$ cat src/design/lfr_pkg.sv
// Shared types and constants for the LRU frame replacer.
`default_nettype none
package lfr_pkg;

    localparam int FRAME_W   = 6;
    localparam int COUNT_W   = 7;
    localparam int FRAME_MAX = 64;   // frames addressable by a 6-bit number

    localparam logic [1:0] REQ_VICTIM = 2'd0;
    localparam logic [1:0] REQ_PIN    = 2'd1;
    localparam logic [1:0] REQ_UNPIN  = 2'd2;

    typedef enum logic [1:0] {
        OP_NONE,
        OP_REMOVE,
        OP_APPEND
    } op_t;

    // Broadcast to every cell of the chain.
    typedef struct packed {
        logic                 apply;
        op_t                  op;
        logic [FRAME_W-1:0]   frame;
        logic [COUNT_W-1:0]   pos;
    } cell_ctrl_t;

endpackage
`default_nettype wire

$ cat src/design/lfr_cell.sv
// One slot of the recency chain: holds a frame number, shifts or loads on command.
`default_nettype none
module lfr_cell #(
    parameter int IDX = 0
) (
    input  wire                                clk,
    input  lfr_pkg::cell_ctrl_t                ctrl,
    input  wire  [lfr_pkg::FRAME_W-1:0]        probe_frame,
    input  wire  [lfr_pkg::COUNT_W-1:0]        len,
    input  wire  [lfr_pkg::FRAME_W-1:0]        right_frame,
    output logic [lfr_pkg::FRAME_W-1:0]        frame,
    output logic                               hit
);
    import lfr_pkg::*;

    localparam logic [COUNT_W-1:0] IDX_C = COUNT_W'(IDX);

    logic [FRAME_W-1:0] frame_reg;
    logic [FRAME_W-1:0] frame_next;

    always_comb
    begin
        frame_next = frame_reg;
        if (ctrl.apply)
        begin
            case (ctrl.op)
                OP_REMOVE:
                begin
                    // close the gap: everything from the removed slot up moves down
                    if (IDX_C >= ctrl.pos)
                        frame_next = right_frame;
                end
                OP_APPEND:
                begin
                    if (IDX_C == ctrl.pos)
                        frame_next = ctrl.frame;
                end
                default:
                begin
                    frame_next = frame_reg;
                end
            endcase
        end
    end

    always_ff @(posedge clk)
    begin
        frame_reg <= frame_next;
    end

    assign frame = frame_reg;
    assign hit   = (IDX_C < len) && (frame_reg == probe_frame);

endmodule
`default_nettype wire

$ cat src/design/lru_frame_replacer_core.sv
// Top level of the LRU frame replacer: cell chain, lookup and request control.
//
// LRU frame replacer. Keeps the evictable frames in a chain of cells, oldest
// in cell 0, newest at cell count-1. A request is a transfer on s_axis:
// victim pops cell 0, pin removes a listed frame (cells above it shift down
// one place), unpin appends an unlisted frame at the newest end. Exactly one
// result transfer leaves on m_axis per request, with the evictable count after
// the request. In the accept cycle every cell compares its frame against the
// request in parallel and the hit position is encoded and registered; then, in
// the apply state, the whole chain shifts or loads at once and the result lands
// in the output register. A stalled m_axis holds the apply state until the
// output register frees up; a waiting result does not block the next request
// from being accepted, but no new request is accepted until the last one is
// applied. Chain length is min(NUM_FRAMES, 64), since only 6-bit frame numbers
// below NUM_FRAMES can be listed. Frames at or above NUM_FRAMES and request
// code 3 change nothing. No clearing pass: the listed mask resets at once, and
// cells above the count are never read.
`default_nettype none
module lru_frame_replacer_core #(
    parameter int NUM_FRAMES = 64
) (
    input  wire         clk,
    input  wire         rst_n,
    input  wire         s_axis_tvalid,
    output logic        s_axis_tready,
    input  wire  [7:0]  s_axis_tdata,   // [1:0] req_type, [7:2] frame_in
    output logic        m_axis_tvalid,
    input  wire         m_axis_tready,
    output logic [15:0] m_axis_tdata    // [0] victim_found, [6:1] victim_frame,
                                        // [13:7] evictable_count, [15:14] zero
);
    import lfr_pkg::*;

    localparam int CELLS = (NUM_FRAMES < FRAME_MAX) ? NUM_FRAMES : FRAME_MAX;
    localparam logic [COUNT_W-1:0] CELLS_C = COUNT_W'(CELLS);

    typedef enum logic {
        S_IDLE,
        S_APPLY
    } state_t;

    state_t               state_reg;
    logic [FRAME_MAX-1:0] mask_reg;
    logic [COUNT_W-1:0]   len_reg;
    op_t                  op_reg;
    logic [FRAME_W-1:0]   frame_reg;
    logic [COUNT_W-1:0]   pos_reg;
    logic                 found_reg;
    logic                 out_valid_reg;
    logic                 out_found_reg;
    logic [FRAME_W-1:0]   out_frame_reg;
    logic [COUNT_W-1:0]   out_count_reg;

    logic [1:0]           req;
    logic [FRAME_W-1:0]   frame_in;
    logic                 accept;
    logic                 frame_ok;
    logic                 apply_en;
    logic [CELLS-1:0]     hit_vec;
    logic [FRAME_W-1:0]   cell_frame [CELLS];
    logic [COUNT_W-1:0]   hit_pos;
    op_t                  op_next;
    logic [FRAME_W-1:0]   frame_next;
    logic [COUNT_W-1:0]   pos_next;
    logic                 found_next;
    cell_ctrl_t           cell_ctrl;

    assign req      = s_axis_tdata[1:0];
    assign frame_in = s_axis_tdata[7:2];
    assign s_axis_tready = (state_reg == S_IDLE);
    assign accept   = s_axis_tvalid && s_axis_tready;
    assign frame_ok = (32'(frame_in) < NUM_FRAMES);

    // apply waits only while the previous result is still unclaimed
    assign apply_en = (state_reg == S_APPLY) && (!out_valid_reg || m_axis_tready);

    assign cell_ctrl = '{apply: apply_en, op: op_reg, frame: frame_reg, pos: pos_reg};

    // cell chain; the top cell shifts in don't-care data
    genvar g;
    generate
        for (g = 0; g < CELLS; g++)
        begin : g_cell
            logic [FRAME_W-1:0] right;
            if (g == CELLS - 1)
            begin : g_end
                assign right = '0;
            end
            else
            begin : g_mid
                assign right = cell_frame[g+1];
            end
            lfr_cell #(
                .IDX (g)
            ) u_cell (
                .clk         (clk),
                .ctrl        (cell_ctrl),
                .probe_frame (frame_in),
                .len         (len_reg),
                .right_frame (right),
                .frame       (cell_frame[g]),
                .hit         (hit_vec[g])
            );
        end
    endgenerate

    // one-hot hit to position; listed frames are unique
    always_comb
    begin
        hit_pos = '0;
        for (int i = 0; i < CELLS; i++)
        begin
            if (hit_vec[i])
                hit_pos = hit_pos | COUNT_W'(i);
        end
    end

    // request decode at accept
    always_comb
    begin
        op_next    = OP_NONE;
        frame_next = frame_in;
        pos_next   = '0;
        found_next = 1'b0;
        case (req)
            REQ_VICTIM:
            begin
                if (len_reg != '0)
                begin
                    op_next    = OP_REMOVE;
                    frame_next = cell_frame[0];
                    found_next = 1'b1;
                end
            end
            REQ_PIN:
            begin
                if (frame_ok && mask_reg[frame_in])
                begin
                    op_next  = OP_REMOVE;
                    pos_next = hit_pos;
                end
            end
            REQ_UNPIN:
            begin
                if (frame_ok && !mask_reg[frame_in] && (len_reg < CELLS_C))
                begin
                    op_next  = OP_APPEND;
                    pos_next = len_reg;
                end
            end
            default:
            begin
                op_next = OP_NONE;
            end
        endcase
    end

    always_ff @(posedge clk or negedge rst_n)
    begin
        if (!rst_n)
        begin
            state_reg     <= S_IDLE;
            mask_reg      <= '0;
            len_reg       <= '0;
            op_reg        <= OP_NONE;
            frame_reg     <= '0;
            pos_reg       <= '0;
            found_reg     <= 1'b0;
            out_valid_reg <= 1'b0;
            out_found_reg <= 1'b0;
            out_frame_reg <= '0;
            out_count_reg <= '0;
        end
        else
        begin
            // claimed result with no new one behind it empties the output
            if (out_valid_reg && m_axis_tready && !apply_en)
                out_valid_reg <= 1'b0;
            case (state_reg)
                S_IDLE:
                begin
                    if (accept)
                    begin
                        op_reg    <= op_next;
                        frame_reg <= frame_next;
                        pos_reg   <= pos_next;
                        found_reg <= found_next;
                        state_reg <= S_APPLY;
                    end
                end
                S_APPLY:
                begin
                    if (apply_en)
                    begin
                        out_valid_reg <= 1'b1;
                        out_found_reg <= found_reg;
                        out_frame_reg <= found_reg ? frame_reg : '0;
                        case (op_reg)
                            OP_REMOVE:
                            begin
                                mask_reg[frame_reg] <= 1'b0;
                                len_reg             <= len_reg - 1'b1;
                                out_count_reg       <= len_reg - 1'b1;
                            end
                            OP_APPEND:
                            begin
                                mask_reg[frame_reg] <= 1'b1;
                                len_reg             <= len_reg + 1'b1;
                                out_count_reg       <= len_reg + 1'b1;
                            end
                            default:
                            begin
                                out_count_reg <= len_reg;
                            end
                        endcase
                        state_reg <= S_IDLE;
                    end
                end
                default:
                begin
                    state_reg <= S_IDLE;
                end
            endcase
        end
    end

    assign m_axis_tvalid = out_valid_reg;
    assign m_axis_tdata  = {2'b00, out_count_reg, out_frame_reg, out_found_reg};

    // chain never overfills
    assert property (@(posedge clk) disable iff (!rst_n) len_reg <= CELLS_C)
        else $error("list length beyond chain");

    // listed mask and count agree
    assert property (@(posedge clk) disable iff (!rst_n)
        COUNT_W'($countones(mask_reg)) == len_reg)
        else $error("listed mask out of step with count");

    // a pin of a listed frame finds exactly one cell
    assert property (@(posedge clk) disable iff (!rst_n)
        (accept && req == REQ_PIN && frame_ok && mask_reg[frame_in]) |-> $onehot(hit_vec))
        else $error("pin lookup did not hit exactly one cell");

    // a removal shortens the list by one
    assert property (@(posedge clk) disable iff (!rst_n)
        (apply_en && op_reg == OP_REMOVE) |=> len_reg == $past(len_reg) - 1'b1)
        else $error("removal did not shorten the list");

endmodule
`default_nettype wire
$ cat config.mk
export PLATFORM = sky130hd
export DESIGN_NAME = lru_frame_replacer_core
export DESIGN_NICKNAME = d
export VERILOG_FILES = /design/src/design/lfr_pkg.sv /design/src/design/lfr_cell.sv /design/src/design/lru_frame_replacer_core.sv
export SDC_FILE = /design/constraint.sdc
export NUM_CORES = 1
export LEC_CHECK = 0
export BUFFER_PORTS_ARGS = -buffer_cell sky130_fd_sc_hd__buf_2
export CORE_UTILIZATION = 50
export CTS_CLUSTER_SIZE = 24
export DETAILED_ROUTE_END_ITERATION = 10
export GPL_ROUTABILITY_DRIVEN = 0
export PLACE_DENSITY_LB_ADDON = 0.12
export SKIP_CTS_REPAIR_TIMING = 1
export SYNTH_ARGS = -nofsm -noshare
export SYNTH_HDL_FRONTEND = slang
export SYNTH_HIERARCHICAL = 1
export SYNTH_SLANG_ARGS = --single-unit
$ cat constraint.sdc
create_clock -name clk -period 9 [get_ports clk]
set_clock_uncertainty 0.1 [all_clocks]
set_input_delay 0.45 -clock clk [delete_from_list [all_inputs] [get_ports clk]]
set_output_delay 0.45 -clock clk [all_outputs]
set_load 0.01 [all_outputs]
After elaboration in Yosys (flattened, before gate mapping):

Cells that the tools add are included.

* register bits: 480
* input port bits: 12
* word-level logic and storage cells: 1249

* add/subtract/negate cells: 2
* $lt $le $gt $ge: 131
* equality and inequality tests: 263
* mux-type cells: 629
* bitwise logic cells: 4
* reduce and logical (&&, ||, !) cells: 146

Operator list (count)
* 2-to-1 mux 6 bit: 489
* one-hot mux 6 bit (2 select lines): 64
* != test 3 x 2 -> 1 bit, second input constant: 128
* == test 6 bit: 63
* 2-to-1 mux 64 bit: 4
* AND reduction 4 bit: 64
* == test 6 x 7 -> 1 bit, first input constant: 32
* greater-or-equal comparator 6 x 7 -> 1 bit, first input constant: 32
* less-than comparator 6 x 7 -> 1 bit, first input constant: 32
* one-hot mux 64 bit (2 select lines): 1
* == test 5 x 7 -> 1 bit, first input constant: 16
* greater-or-equal comparator 5 x 7 -> 1 bit, first input constant: 16
* less-than comparator 5 x 7 -> 1 bit, first input constant: 16
* 2-to-1 mux 5 bit: 16
* logical AND 1 bit: 69
* AND 64 bit: 1
* NOT 64 bit: 1
* bitwise OR 64 bit: 1
* 2-to-1 mux 7 bit: 9
* == test 4 x 7 -> 1 bit, first input constant: 8
* greater-or-equal comparator 4 x 7 -> 1 bit, first input constant: 8
* less-than comparator 4 x 7 -> 1 bit, first input constant: 8
* 2-to-1 mux 4 bit: 8
* == test 3 x 7 -> 1 bit, first input constant: 4
* other kinds (35): 85

Logic depth before layout (Yosys ltp):

* depth in word-level cells: 70
* gate-level depth with buffers: 13
* gate-level depth less buffers: 11

Worst setup path after synthesis:

No wires, ideal clock.

* kind: reg2reg
* from: register op_reg[0]
* to: register out_count_reg[6]
* arrival: 6011 ps
* data required time: 8713 ps
* slack: 2702 ps
* stages on the path, launching flop included: 14
* buffers on the path: 2
* cells stage by stage: dfrtp_1 > inv_1 > ha_1 > inv_1 > clkbuf_1 > clkbuf_1 > ha_1 > a21o_1 > a21oi_1 > o21bai_1 > a21oi_1 > xnor2_1 > nand2_1 > xnor2_1

* longest elaborated chain between the ends: 6
* elaborated cells on any way between the ends: 9
* classes of those cells: eq/ne (3); mux (5); reduce/logical (1)

RTL lines
* from (decl): line lru_frame_replacer_core.sv:45 `op_t op_reg;`
* from (signal assigned): line lru_frame_replacer_core.sv:184 `op_reg <= op_next;`
* == test 2 bit or == test 2 x 1 -> 1 bit (tied branches): line lru_frame_replacer_core.sv:198 `case (op_reg)`
* one-hot mux 7 bit (2 select lines)
* 2-to-1 mux 7 bit (4 in a row)
* to (signal assigned): line lru_frame_replacer_core.sv:203 `out_count_reg <= len_reg - 1'b1;`
* to (signal assigned): line lru_frame_replacer_core.sv:209 `out_count_reg <= len_reg + 1'b1;`
* to (signal assigned): line lru_frame_replacer_core.sv:213 `out_count_reg <= len_reg;`
* to (decl): line lru_frame_replacer_core.sv:52 `logic [COUNT_W-1:0] out_count_reg;`

Parallel ways exist; a longest one is shown, timed or not. The select of a mux whose other input is x is not followed.
A chain may end at the register's enable or synchronous reset.

Final worst setup path:

* from: input m_axis_tready
* to: register g_cell[48].u_cell.frame_reg[0], enable pin

* longest elaborated chain between the ends: 4
* elaborated cells on any way between the ends: 6
* classes of those cells: eq/ne (3); reduce/logical (3)

RTL lines
* from (decl): line lru_frame_replacer_core.sv:28 `input wire m_axis_tready,`
* logical OR 1 bit *: line lru_frame_replacer_core.sv:75 `assign apply_en = (state_reg == S_APPLY) && (!out_valid_reg || m_axis_tready);`
* logical AND 1 bit *: line lru_frame_replacer_core.sv:75
* named net apply_en: line lru_frame_replacer_core.sv:58 `logic apply_en;`
* != test 3 x 2 -> 1 bit (no source line) or != test 3 x 1 -> 1 bit (tied branches)
* AND reduction 4 bit (no source line) *
* to (signal assigned): line lfr_cell.sv:48 `frame_reg <= frame_next;`
* to (decl): line lfr_cell.sv:18 `logic [FRAME_W-1:0] frame_reg;`

The timed path passes the listed nets; every way through them passes the cells marked *.

==> impl_metrics.env <==
export IMPL_status="completed"
export IMPL_critPathLaunchType="input port"
export IMPL_portBuffers=27
export IMPL_grt_overflow_total=0
export IMPL_critPathLaunch="m_axis_tready"
export IMPL_clock_sinks=480
export IMPL_routedWlPerCell_um=28.0
export IMPL_fmax_mhz=254
export IMPL_finalPower_mw=10.5
export IMPL_top_usage_layer="met2"
export IMPL_r2r_cells=11
export IMPL_maxSlewHeadroom_pct=15.6
export IMPL_grt_max_degree=98
export IMPL_stdcell_area_sq_um=33500
export IMPL_ys_warn_count=6
export IMPL_htree_levels=2
export IMPL_drv_cap=0
export IMPL_num_vias=21500
export IMPL_clk_path_buf_depth=3
export IMPL_netlist_area_sq_um=30700
export IMPL_avgViaCountPerCell=6.44
export IMPL_first_iter_violations=1710
export IMPL_fin_ws_ps=5060
export IMPL_grt_use_total_pct=30.1
export IMPL_numCtsBuffers=55
export IMPL_r2r_slack_ps=5130
export IMPL_grt_pass1_wl_mm=142
export IMPL_critPathRequiredTime_ps=9140
export IMPL_tightest_slew_ps=1250
export IMPL_die_w_um=250
export IMPL_fin_setup_tns_ps=0
export IMPL_fin_crit_ps=3940
export IMPL_placed_cell_area_sq_um=31600
export IMPL_timing_rr_end="pos_reg[4]$_DFFE_PN0P_"
export IMPL_critPathCapture="g_cell[48].u_cell/frame[0]$_DFFE_PP_"
export IMPL_areaGrowthSynthToFinish_pct=9.15
export IMPL_drt_pass1_iter_count=7
export IMPL_routed_wirelength_mm=93.4
export IMPL_critical_path_arrival_ps=4080
export IMPL_use_met1_pct=41.6
export IMPL_die_area_sq_um=62500
export IMPL_num_rows=90
export IMPL_met3_usage_pct=3.91
export IMPL_grt_setup_unrepaired="no"
export IMPL_worst_setup_path_type="input port to flop"
export IMPL_die_h_um=250
export IMPL_drc=0
export IMPL_critPathMaxFanout=34
export IMPL_period_share_pct=43.8
export IMPL_setup_viol=0
export IMPL_worstReg2RegStart="out_count_reg[1]$_DFFE_PN0P_"
export IMPL_crit_chain="dlygate4sd3_1 -> buf_2 -> nand2b_1 -> nand2_1 -> inv_2 -> buf_4 -> nor4b_1"
export IMPL_dp_final_hpwl_mm=53.4
export IMPL_drtAntennaViolNets=0
export IMPL_irDropWorstVdd_v=0.000189
export IMPL_avgSynthCellArea_sq_um=12.5
export IMPL_p_leak_nw=11.5
export IMPL_drv_slew=0
export IMPL_grt_pass1_vias=22100
export IMPL_hold_viol_final=0
export IMPL_coreArea_sq_um=60600
export IMPL_clk_pin_slew_ps=60
export IMPL_dp_worst_setup_slack_ps=4780
export IMPL_top_level_ports=30
export IMPL_cp_end_kind="flop"
export IMPL_fill_cells=5106
export IMPL_cts_root_buffer="clkbuf_16"
export IMPL_start_util_pct=50.7
export IMPL_antenna_found_initial=1
export IMPL_syn_instance_count=2465
export IMPL_layout_drive_gt1_share_pct=27.9
export IMPL_crit_path_top_delay_cell="nor4b_1"
export IMPL_grt_use_met2_pct=48.9
export IMPL_whs_ps=172
export IMPL_hold_class="input port to flop"
export IMPL_powerDensity_nw_per_um2=312
export IMPL_nNetsFinal=2530
export IMPL_clock_latency_ps=630
export IMPL_cts_tree="built"
export IMPL_slowest_delay_ps=1050
-- metrics by stage --
stage	utilization, %	std cells
floorplan	-	2472
global placement	52.1	3228
detailed placement	52.1	3228
CTS	55.3	3332
global route	55.4	3335
finish	55.4	3336
-- routing by layer --
metal	wire, um	vias to the layer above
li1	-	9498
met1	40400	10900
met2	43800	875
met3	6740	173
met4	2460	0
met5	0	-
-- cell type report --
cell class	count	area, sq um	share of cell area [%]
clock inverter	31	434	1.29
multi-input combinational	1870	16000	47.7
timing repair buffer	76	544	1.62
sequential	480	14000	41.7
clock buffer	73	1530	4.55
inverter	23	86.3	0.257
antenna	1	2.50	0.00746
tap	782	978	2.92
-- where the power goes --
part | internal, mW | switching (mW)
logic | 1.66 | 2.42
registers | 3.30 | 0.662
clock network | 1.48 | 0.957
total | 6.44 | 4.04
-- critical path: cells and delay by family --
kind,cells,cell delay (ps)
buffers and inverters,4,2000
and+or+nand+nor,3,1580
-- placed cells by master (no fill, tap or decap), types with 28 or more instances in the layout --
| master | count |
|---|---|
| o31ai_1 | 33 |
| clkbuf_16 | 56 |
| a21oi_1 | 46 |
| nor4_1 | 81 |
| nor2b_1 | 49 |
| mux2_1 | 29 |
| edfxtp_1 | 384 |
| dfrtp_1 | 74 |
| mux2_2 | 266 |
| o21ai_0 | 102 |
| mux2_4 | 90 |
| xnor2_1 | 251 |
| nand3_1 | 28 |
| buf_4 | 51 |
| nor2_1 | 55 |
| nor2b_4 | 35 |
| xor2_1 | 132 |
| mux2i_1 | 29 |
| nand2_1 | 141 |
| nand4_1 | 88 |
-- worst min path at each step --
stage                    startpoint  slack (ps)                    end  cells after the start
global placement               flop         360                   flop                      2
detailed placement             flop         370                   flop                      2
global route        s_axis_tdata[1]         200  op_reg[0]$_DFFE_PN0P_                      5
CTS                           rst_n        -290              async pin                      1
finish              s_axis_tdata[1]         170  op_reg[0]$_DFFE_PN0P_                      5
floorplan                     rst_n          50              async pin                      0
Power figures use the tool's default switching activity.
